==> config.mk <==
export PLATFORM = sky130hd
export DESIGN_NAME = length_prefix_deframer
export DESIGN_NICKNAME = d
export VERILOG_FILES = /design/src/rtl/lpd_pkg.sv /design/src/rtl/lpd_front.sv /design/src/rtl/lpd_queue.sv /design/src/rtl/lpd_back.sv /design/src/rtl/length_prefix_deframer.sv
export SDC_FILE = /design/constraint.sdc
export NUM_CORES = 1
export LEC_CHECK = 0
export ABC_AREA = 1
export BUFFER_PORTS_ARGS = -buffer_cell sky130_fd_sc_hd__buf_2
export CORE_MARGIN = 3
export CORE_UTILIZATION = 45
export CTS_CLUSTER_SIZE = 8
export DETAILED_ROUTE_END_ITERATION = 7
export MAX_ROUTING_LAYER = met4
export PLACE_DENSITY_LB_ADDON = 0.3
export SLEW_MARGIN = 30
export SYNTH_ARGS = -nofsm -noshare
export SYNTH_HDL_FRONTEND = slang
export SYNTH_SLANG_ARGS = --single-unit
==> constraint.sdc <==
create_clock -name clk -period 3.5 [get_ports clk]
set_clock_uncertainty 0.05 [all_clocks]
set_input_delay 0.35 -clock clk [delete_from_list [all_inputs] [get_ports clk]]
set_output_delay 0.35 -clock clk [all_outputs]
set_load 0.005 [all_outputs]
==> src/rtl/lpd_pkg.sv <==
// Shared types, constants and helpers for the length-prefix deframer.
// No dependencies; every rtl module imports this package.
package lpd_pkg;

    localparam int HEADER_BYTES = 4;
    localparam int HDR_CNT_W    = 3;
    localparam int LEN_W        = 32;
    localparam int MAX_LEN_W    = 24;
    localparam int POS_W        = 3;

    localparam logic [MAX_LEN_W-1:0] MAX_LEN_RESET = 24'h01_0000;
    localparam logic [POS_W-1:0]     POS_SAT       = 3'd4;
    localparam logic [POS_W-1:0]     POS_CTRL_LAST = 3'd3;

    typedef enum logic [1:0] {
        KIND_DATA  = 2'd0,
        KIND_EMPTY = 2'd1,
        KIND_PING  = 2'd2,
        KIND_PONG  = 2'd3
    } frame_kind_t;

    typedef struct packed {
        logic        payload_valid;
        logic [7:0]  payload_byte;
        logic        first_of_frame;
        logic        last_of_frame;
        frame_kind_t frame_kind;
        logic        protocol_error;
    } result_t;

    // Byte idx of the ASCII word "PING" (is_pong = 0) or "PONG" (is_pong = 1).
    function automatic logic [7:0] ctrl_byte(input logic is_pong, input logic [1:0] idx);
        logic [7:0] b;
        b = 8'h00;
        unique case (idx)
            2'd0: b = 8'h50;
            2'd1: b = is_pong ? 8'h4F : 8'h49;
            2'd2: b = 8'h4E;
            2'd3: b = 8'h47;
            default: b = 8'h00;
        endcase
        return b;
    endfunction

endpackage

==> src/rtl/lpd_front.sv <==
// Front end of the deframer: takes bytes, tracks header and payload state
// and produces one classified result per byte that causes one. Uses lpd_pkg.
module lpd_front (
    input  logic                                  clk,
    input  logic                                  rst_n,
    input  logic                                  take,
    input  logic [7:0]                            rx_byte,
    input  logic                                  cfg_wr_en,
    input  logic [lpd_pkg::MAX_LEN_W-1:0]         cfg_wr_data,
    output logic                                  push,
    output lpd_pkg::result_t                      push_data
);
    import lpd_pkg::*;

    logic [MAX_LEN_W-1:0] max_len_reg;
    logic [HDR_CNT_W-1:0] hdr_cnt_reg, hdr_cnt_next;
    logic [LEN_W-1:0]     accum_reg, accum_next;
    logic [MAX_LEN_W-1:0] remain_reg, remain_next;
    logic [POS_W-1:0]     pos_reg, pos_next;
    logic                 ping_reg, ping_next;
    logic                 pong_reg, pong_next;
    logic                 closed_reg, closed_next;
    logic [LEN_W-1:0]     len;
    logic                 ping_hit, pong_hit;
    logic                 is_last;

    assign len      = {accum_reg[LEN_W-9:0], rx_byte};
    assign ping_hit = ping_reg && (rx_byte == ctrl_byte(1'b0, pos_reg[1:0]));
    assign pong_hit = pong_reg && (rx_byte == ctrl_byte(1'b1, pos_reg[1:0]));
    assign is_last  = (remain_reg == MAX_LEN_W'(1));

    always_comb
    begin
        hdr_cnt_next = hdr_cnt_reg;
        accum_next   = accum_reg;
        remain_next  = remain_reg;
        pos_next     = pos_reg;
        ping_next    = ping_reg;
        pong_next    = pong_reg;
        closed_next  = closed_reg;
        push         = 1'b0;
        push_data    = '0;
        if (take && !closed_reg)
        begin
            if (remain_reg == '0)
            begin
                accum_next   = len;
                hdr_cnt_next = hdr_cnt_reg + HDR_CNT_W'(1);
                if (hdr_cnt_next == HDR_CNT_W'(HEADER_BYTES) || hdr_cnt_next == '0)
                begin
                    hdr_cnt_next = '0;
                    accum_next   = '0;
                    if (len == '0)
                    begin
                        push                     = 1'b1;
                        push_data.last_of_frame  = 1'b1;
                        push_data.frame_kind     = KIND_EMPTY;
                    end
                    else if (len[LEN_W-1:MAX_LEN_W] != '0 || len[MAX_LEN_W-1:0] > max_len_reg)
                    begin
                        closed_next              = 1'b1;
                        push                     = 1'b1;
                        push_data.protocol_error = 1'b1;
                    end
                    else
                    begin
                        remain_next = len[MAX_LEN_W-1:0];
                        pos_next    = '0;
                        ping_next   = 1'b1;
                        pong_next   = 1'b1;
                    end
                end
            end
            else
            begin
                if (pos_reg < POS_SAT)
                begin
                    ping_next = ping_hit;
                    pong_next = pong_hit;
                    pos_next  = pos_reg + POS_W'(1);
                end
                remain_next              = remain_reg - MAX_LEN_W'(1);
                push                     = 1'b1;
                push_data.payload_valid  = 1'b1;
                push_data.payload_byte   = rx_byte;
                push_data.first_of_frame = (pos_reg == '0);
                push_data.last_of_frame  = is_last;
                if (is_last && pos_reg == POS_CTRL_LAST && ping_hit)
                    push_data.frame_kind = KIND_PING;
                else if (is_last && pos_reg == POS_CTRL_LAST && pong_hit)
                    push_data.frame_kind = KIND_PONG;
                else
                    push_data.frame_kind = KIND_DATA;
            end
        end
    end

    always_ff @(posedge clk or negedge rst_n)
    begin
        if (!rst_n)
        begin
            max_len_reg <= MAX_LEN_RESET;
            hdr_cnt_reg <= '0;
            accum_reg   <= '0;
            remain_reg  <= '0;
            pos_reg     <= '0;
            ping_reg    <= 1'b0;
            pong_reg    <= 1'b0;
            closed_reg  <= 1'b0;
        end
        else
        begin
            if (cfg_wr_en)
                max_len_reg <= cfg_wr_data;
            hdr_cnt_reg <= hdr_cnt_next;
            accum_reg   <= accum_next;
            remain_reg  <= remain_next;
            pos_reg     <= pos_next;
            ping_reg    <= ping_next;
            pong_reg    <= pong_next;
            closed_reg  <= closed_next;
        end
    end

endmodule

==> src/rtl/lpd_queue.sv <==
// Two-entry result queue between the front end and the output stage.
// Uses lpd_pkg for the result type.
module lpd_queue (
    input  logic             clk,
    input  logic             rst_n,
    input  logic             push,
    input  lpd_pkg::result_t push_data,
    input  logic             pop,
    output logic             full,
    output logic             not_empty,
    output lpd_pkg::result_t head
);
    import lpd_pkg::*;

    result_t    mem [2];
    logic       wr_ptr_reg, wr_ptr_next;
    logic       rd_ptr_reg, rd_ptr_next;
    logic [1:0] count_reg, count_next;

    assign full      = (count_reg == 2'd2);
    assign not_empty = (count_reg != 2'd0);
    assign head      = mem[rd_ptr_reg];

    always_comb
    begin
        wr_ptr_next = wr_ptr_reg ^ push;
        rd_ptr_next = rd_ptr_reg ^ pop;
        count_next  = count_reg + 2'(push) - 2'(pop);
    end

    always_ff @(posedge clk)
    begin
        if (push)
            mem[wr_ptr_reg] <= push_data;
    end

    always_ff @(posedge clk or negedge rst_n)
    begin
        if (!rst_n)
        begin
            wr_ptr_reg <= 1'b0;
            rd_ptr_reg <= 1'b0;
            count_reg  <= 2'd0;
        end
        else
        begin
            wr_ptr_reg <= wr_ptr_next;
            rd_ptr_reg <= rd_ptr_next;
            count_reg  <= count_next;
        end
    end

endmodule

==> src/rtl/lpd_back.sv <==
// Output stage: holds the result item on offer and refills from the queue.
// Uses lpd_pkg for the result type.
module lpd_back (
    input  logic             clk,
    input  logic             rst_n,
    input  logic             q_not_empty,
    input  lpd_pkg::result_t q_head,
    output logic             q_pop,
    input  logic             out_stall,
    output logic             out_valid,
    output lpd_pkg::result_t out_data
);
    import lpd_pkg::*;

    logic    valid_reg;
    result_t data_reg;

    // Refill whenever the register is empty or its item leaves this cycle.
    assign q_pop     = q_not_empty && (!valid_reg || !out_stall);
    assign out_valid = valid_reg;
    assign out_data  = data_reg;

    always_ff @(posedge clk)
    begin
        if (q_pop)
            data_reg <= q_head;
    end

    always_ff @(posedge clk or negedge rst_n)
    begin
        if (!rst_n)
            valid_reg <= 1'b0;
        else if (q_pop)
            valid_reg <= 1'b1;
        else if (!out_stall)
            valid_reg <= 1'b0;
    end

endmodule

==> src/rtl/length_prefix_deframer.sv <==
// Length-prefix deframer top level: lpd_front, lpd_queue and lpd_back, using lpd_pkg.
// Throughput: one byte item per cycle, sustained, while the output side keeps up.
// Path: a result item is written into the queue at the edge that accepts its byte,
// alongside the front state update, then moves into the output register.
// Reset (rst_n, asynchronous, active low) opens the connection, clears the header
// state and the queue, and sets max_frame_length to 65536.
module length_prefix_deframer (
    input  logic                          clk,
    input  logic                          rst_n,
    // Byte input channel.
    input  logic                          in_valid,
    output logic                          in_stall,
    input  logic [7:0]                    rx_byte,
    // Configuration: the single max_frame_length register.
    input  logic                          cfg_wr_en,
    input  logic [lpd_pkg::MAX_LEN_W-1:0] cfg_wr_data,
    // Result channel.
    output logic                          out_valid,
    input  logic                          out_stall,
    output logic                          payload_valid,
    output logic [7:0]                    payload_byte,
    output logic                          first_of_frame,
    output logic                          last_of_frame,
    output logic [1:0]                    frame_kind,
    output logic                          protocol_error
);
    import lpd_pkg::*;

    logic    take;
    logic    push;
    result_t push_data;
    logic    q_full;
    logic    q_not_empty;
    logic    q_pop;
    result_t q_head;
    result_t out_data;

    // The front end may produce a result on any byte, so it is held off
    // only when the queue has no free entry. Bytes that give no result
    // (header bytes, bytes after the connection closes) still need that
    // space check, which keeps the accept rule simple and timing-clean.
    assign in_stall = q_full;
    assign take     = in_valid && !in_stall;

    lpd_front u_front (
        .clk         (clk),
        .rst_n       (rst_n),
        .take        (take),
        .rx_byte     (rx_byte),
        .cfg_wr_en   (cfg_wr_en),
        .cfg_wr_data (cfg_wr_data),
        .push        (push),
        .push_data   (push_data)
    );

    // The queue decouples the front end from the output register so that a
    // stall on the result side does not stop byte intake until it fills.
    lpd_queue u_queue (
        .clk       (clk),
        .rst_n     (rst_n),
        .push      (push),
        .push_data (push_data),
        .pop       (q_pop),
        .full      (q_full),
        .not_empty (q_not_empty),
        .head      (q_head)
    );

    lpd_back u_back (
        .clk         (clk),
        .rst_n       (rst_n),
        .q_not_empty (q_not_empty),
        .q_head      (q_head),
        .q_pop       (q_pop),
        .out_stall   (out_stall),
        .out_valid   (out_valid),
        .out_data    (out_data)
    );

    assign payload_valid  = out_data.payload_valid;
    assign payload_byte   = out_data.payload_byte;
    assign first_of_frame = out_data.first_of_frame;
    assign last_of_frame  = out_data.last_of_frame;
    assign frame_kind     = out_data.frame_kind;
    assign protocol_error = out_data.protocol_error;

endmodule
Yosys cells after proc, flatten, opt, wreduce, memory -nomap -nowiden. Memories as Yosys holds them, arrays and structs flattened. A register that Yosys moved wholly into a read port is not among the register bits. Index checks and enable logic that the tools add are counted.

Word-level logic and storage cells: 101. Memories: 1. Register bits after elaboration: 86. Bits of input ports: 37. RAM bits: 28.

Bitwise logic cells: 3. Order comparisons: 2. Reduce and logical (&&, ||, !) cells: 27. Add/subtract/negate cells: 5. Equal/unequal tests: 13. Mux-type cells: 38.

Memory list: u_queue.mem (words 2, bits a word 14, read ports 1, clocked after Yosys merged registers in 1, wr ports 1, line lpd_queue.sv:15) `result_t mem [2];`.

Operators by type and width (number): two-way mux 24 bit (5); case mux 8 bit (4 select lines) (2); zero test 32 bit (1); == test 24 x 1 -> 1 bit (second input constant) (1); > comparator 24 bit (1); zero test 24 bit (1); two-way mux 3 bit (8); subtractor 24 x 1 -> 24 bit (second input constant) (1); two-way mux 1 bit (18); == test 8 bit (2); two-way mux 14 bit (1); two-way mux 10 bit (1); AND reduction 5 bit (2); logical AND 1 bit (8); nonzero test 8 bit (1); adder 3 x 1 -> 3 bit (second input constant) (2); == test 2 bit (second input constant) (3); zero test 3 bit (2); != test 2 bit (second input constant) (3); zero test 1 bit (4); two-way mux 2 bit (2); two-way mux 4 bit (1); AND reduction 4 bit (1); nonzero test 2 bit (2); other kinds (12) (15).

Logic depth before layout (Yosys ltp).
Depth after elaboration: 9. Depth in mapped cells: 18. Mapped depth without buffers: 17.

Modules after synthesis. From an unflattened synthesis, not the netlist that was laid out.

Cell total of the unflattened synthesis: 795. Area, all modules: 6931.6 µm².

Modules (own cells, without submodules): lpd_front (instances 1, cells an instance 677, area each 5185.0 µm², seq. area each 2003.2 µm²); lpd_queue (instances 1, cells an instance 97, area each 1271.2 µm², seq. area each 940.9 µm²); lpd_back (instances 1, cells an instance 19, area each 465.4 µm², seq. area each 445.4 µm²); length_prefix_deframer (instances 1, cells an instance 2, area each 10.0 µm², seq. area each 0.0 µm²).

Worst setup path after synthesis. OpenSTA, ideal clock, no wires.

Path kind: flip-flop to flip-flop. Start: register u_front.max_len_reg[16]. End: memory u_queue.mem[0][0] in the netlist's numbering, enable pin. Setup time: 0.366 ns. Data arrival time: 2.101 ns. Path slack: 0.983 ns. Cell stages (with the launch flop): 12. Required time: 3.084 ns. Cells stage by stage: dfstp_2 -> inv_1 -> ha_1 -> nand2_1 -> nor2_1 -> nand2_1 -> nor3_2 -> nand2_1 -> nand3_1 -> a21boi_0 -> o21ai_0 -> ha_1.

Cells in the longest elaborated chain, start to end: 9.

RTL lines: start, declared (line lpd_front.sv:15) `logic [MAX_LEN_W-1:0] max_len_reg;`; start signal, assigned (line lpd_front.sv:114) `max_len_reg <= cfg_wr_data;`; > comparator 24 bit (line lpd_front.sv:59) `else if (len[LEN_W-1:MAX_LEN_W] != '0 || len[MAX_LEN_W-1:0] > max_len_reg)`; logical OR 1 bit (line lpd_front.sv:59); two-way mux 1 bit (line lpd_front.sv:59); two-way mux 1 bit (line lpd_front.sv:53) `if (len == '0)`; two-way mux 1 bit (line lpd_front.sv:49) `if (hdr_cnt_next == HDR_CNT_W'(HEADER_BYTES) || hdr_cnt_next == '0)`; two-way mux 1 bit (line lpd_front.sv:45) `if (remain_reg == '0)`; two-way mux 1 bit (line lpd_front.sv:43) `if (take && !closed_reg)`; two-way mux 1 bit (line lpd_queue.sv:33) `if (push)`; two-way mux 1 bit (not written as such) (line lpd_queue.sv:34) `mem[wr_ptr_reg] <= push_data;`; end, declared (line lpd_queue.sv:15).

Every way passes these cells.

Worst setup path in the final report.
Start: register u_front.max_len_reg[16]. End: memory u_queue.mem[1][2] in the netlist's numbering, enable pin.

The elaborated chain is that of the path after synthesis.

==> impl_metrics.yaml <==
global_route:
  grt_max_degree: 48
  grt_overflow: 0
  antenna_found_initial: 0
  grt_pass1_wl_mm: 24.6
  grt_usage_pct: 19.8
  grt_pass1_vias: 4868
sta:
  fin_setup_tns_ns: 0
  slew_viol_final: 0
  min_period_ns: 2.90
  setup_viol: 0
  maxSlewHeadroom_pct: 57.9
  tightest_slew_ns: 0.632
  timing.final.ws_setup_ns: 0.597
  fmax_mhz: 345
  hold_viol: 0
  finalCritPeriodShare_pct: 82.9
  rsz0062_at_grt: "false"
final_layout:
  final_nets: 882
  drive_gt1_share_pct: 17.8
  largest_register_ffs: 28
  layout_common_cells: "nand2_1 (206), inv_1 (112), dfrtp_1 (84)"
  fin_area_mm2: 0.00781
  top_register: "u_queue.mem"
  final_common_cell: "nand2_1"
  area_growth_pct: 15.5
  antenna_cells: 0
clock_network:
  cts_buffers: 17
  cts_max_level: 4
  clock_path_buffers: 2
  cts_tree: "yes"
  cts_resized: 0
  root_buffer: "clkbuf_16"
  clk_pin_slew_ns: 0.06
  cts.sinks: 127
  clkLatencyLatePin_ns: 0.42
drt:
  antenna_left: 0
  drc: 0
  drt_iter0_drc: 438
  wl_per_cell_um: 14.8
  totalWireLength_mm: 14.9
  avgViaCountPerCell: 5.04
  vias: 5070
  drtPass1Iterations: 5
floorplan:
  initial_core_util_pct: 46.2
  fp-row-count: 44
  die_w_um: 129
  coreArea_mm2: 0.0146
  die-height_um: 129
  io_pins: 53
  dieArea_mm2: 0.0165
synthesis:
  synth.avg_cell_area_um2: 9.03
  synth_seq_area_share_pct: 50.1
  synth_warnings: 0
  synth_seq_cells: 127
  syn_inst: 749
  netlist_area_mm2: 0.00676
  netlist-cell-type-count: 43
  syn-num-nets: 822
power_and_ir_drop:
  leakage_uw: 0.00387
  vdd_drop_max_mv: 0.420
  powerDensity_mw_per_mm2: 844
critical_path:
  required_ns: 3.50
  cp_slowest_cell: "ha_1"
  crit_fanout: 14
  cp.arrival_ns: 2.90
  crit_chain: "inv_1, ha_1, nand2_1, nor2_1, nand2_1, nor3_2, nand2_1, nand3_1, a21boi_0, o21ai_0, ha_1"
  cpPeakStageDelay_ns: 0.64
  cp_top_family: "adder cells"
  cp_common_cell: "nand2_1"
  cp_num_buf_inv: 1
  cp-start-kind: "flop"
  end_kind: "flop"
  critPathKind: "flop to flop"
flow_run:
  drv_cap: 0
place:
  dpl-instance-area_mm2: 0.00719
  gp_congestion: 0.894
  place_ws_ns: 0.644
  hpwlAfterDp_mm: 11.0
  portBuffers: 52
worst_hold_path:
  hold_path_class: "input port to flop"
status:
  status: "complete, no violations"
[cell families after synthesis]
kind of cell,Yosys count,synth area share (%)
fa+ha+maj,36,6.66
mux,1,0.166
buf+inv,136,8.29
compound gates,107,10.9
simple gates,318,20.8
xor+xnor,24,3.11
flops,127,50.1
[timing repair]
| item | 4_1_cts | 5_1_grt |
|---|---|---|
| setup buffers | 0 | 0 |
| hold endpoints to repair | 25 | 0 |
| hold buffers | 1 | 0 |
[path summary, 6_finish.rpt]
kind | cells past startpoint | start | to | slack (ns)
setup / recovery | 11 | u_front.max_len_reg[16]$_DFFE_PN1P_ | u_queue.mem[1][2]$_DFFE_PP_ | 0.60
hold / removal | 3 | cfg_wr_data[19] | u_front.max_len_reg[19]$_DFFE_PN0P_ | 0.08
setup reg to reg | 11 | u_front.max_len_reg[16]$_DFFE_PN1P_ | u_queue.mem[1][2]$_DFFE_PP_ | 0.60
hold reg to reg | 2 | u_front.hdr_cnt_reg[1]$_DFFE_PN0P_ | u_front.hdr_cnt_reg[1]$_DFFE_PN0P_ | 0.44
max in group asynchronous | 3 | rst_n | u_front.max_len_reg[16]$_DFFE_PN1P_ | 2.33
min in group asynchronous | 2 | rst_n | u_front.max_len_reg[6]$_DFFE_PN0P_ | 0.33
[synthesized netlist by cell type, drive strengths merged]
cell type / n / area [µm²]
o21a: 1 / 7.51
xor2: 21 / 184
o21ai: 62 / 337
and2: 1 / 6.26
o22ai: 24 / 275
dfstp: 1 / 26.3
a22oi: 3 / 22.5
nor2: 53 / 243
and3: 1 / 6.26
a21boi: 1 / 7.51
dfrtp: 84 / 2100
o2111ai: 1 / 8.76
nor3: 14 / 103
nand3b: 2 / 27.5
a21oi: 13 / 65.1
inv: 117 / 439
buf: 9 / 83.8
xnor2: 3 / 26.3
nand2: 210 / 803
or2: 2 / 12.5
clkbuf: 10 / 37.5
nand4: 13 / 87.6
nand3: 22 / 115
a21o: 2 / 15.0
edfxtp: 42 / 1260
ha: 36 / 450
mux2: 1 / 11.3
[stage by stage]
stage | hold slack, ns | total power (µW) | util [%] | cells
after global routing | 0.0756 | 7070 | 53.4 | 1006
after detailed placement | 0.236 | 4810 | 49.1 | 973
after floorplan | 0.00441 | 4180 | - | 749
final | 0.0792 | 6590 | 53.4 | 1006
after CTS | 0.0670 | 6630 | 53.4 | 1006
after global placement | 0.234 | 4770 | 49.1 | 973
[worst reg2reg max path: cells and delay by family (launching register included)]
family	cells	cell delay, ns
fa+ha+maj	2	0.90
simple gates	6	0.55
flops	1	0.51
compound gates	2	0.47
buf+inv	1	0.04
[routing by layer]
metal  wire length, µm  track usage [%]  vias to the layer above
met4               367             7.41                        0
met1              6730             25.0                     2362
met3               809             4.28                       31
met5                 0                -                        -
met2              6970             31.4                      140
li1                  -                -                     2537
[cell type report]
| type | instances | area, µm² |
|---|---|---|
| flip-flops and latches | 127 | 3390 |
| repair buffers | 60 | 325 |
| inverters | 117 | 439 |
| clock buffers | 21 | 514 |
| fillers | 1377 | 6830 |
| multi-input cells | 486 | 2810 |
| well taps | 184 | 230 |
| clock inverters | 11 | 101 |
[power by group]
| group | switching [µW] | leakage (µW) | internal [µW] |
|---|---|---|---|
| clock network | 674 | 0.000292 | 1120 |
| logic | 1470 | 0.00213 | 885 |
| registers | 328 | 0.00146 | 2110 |
| total | 2470 | 0.00387 | 4120 |
No activity file was read; power rests on OpenSTA's default activity.
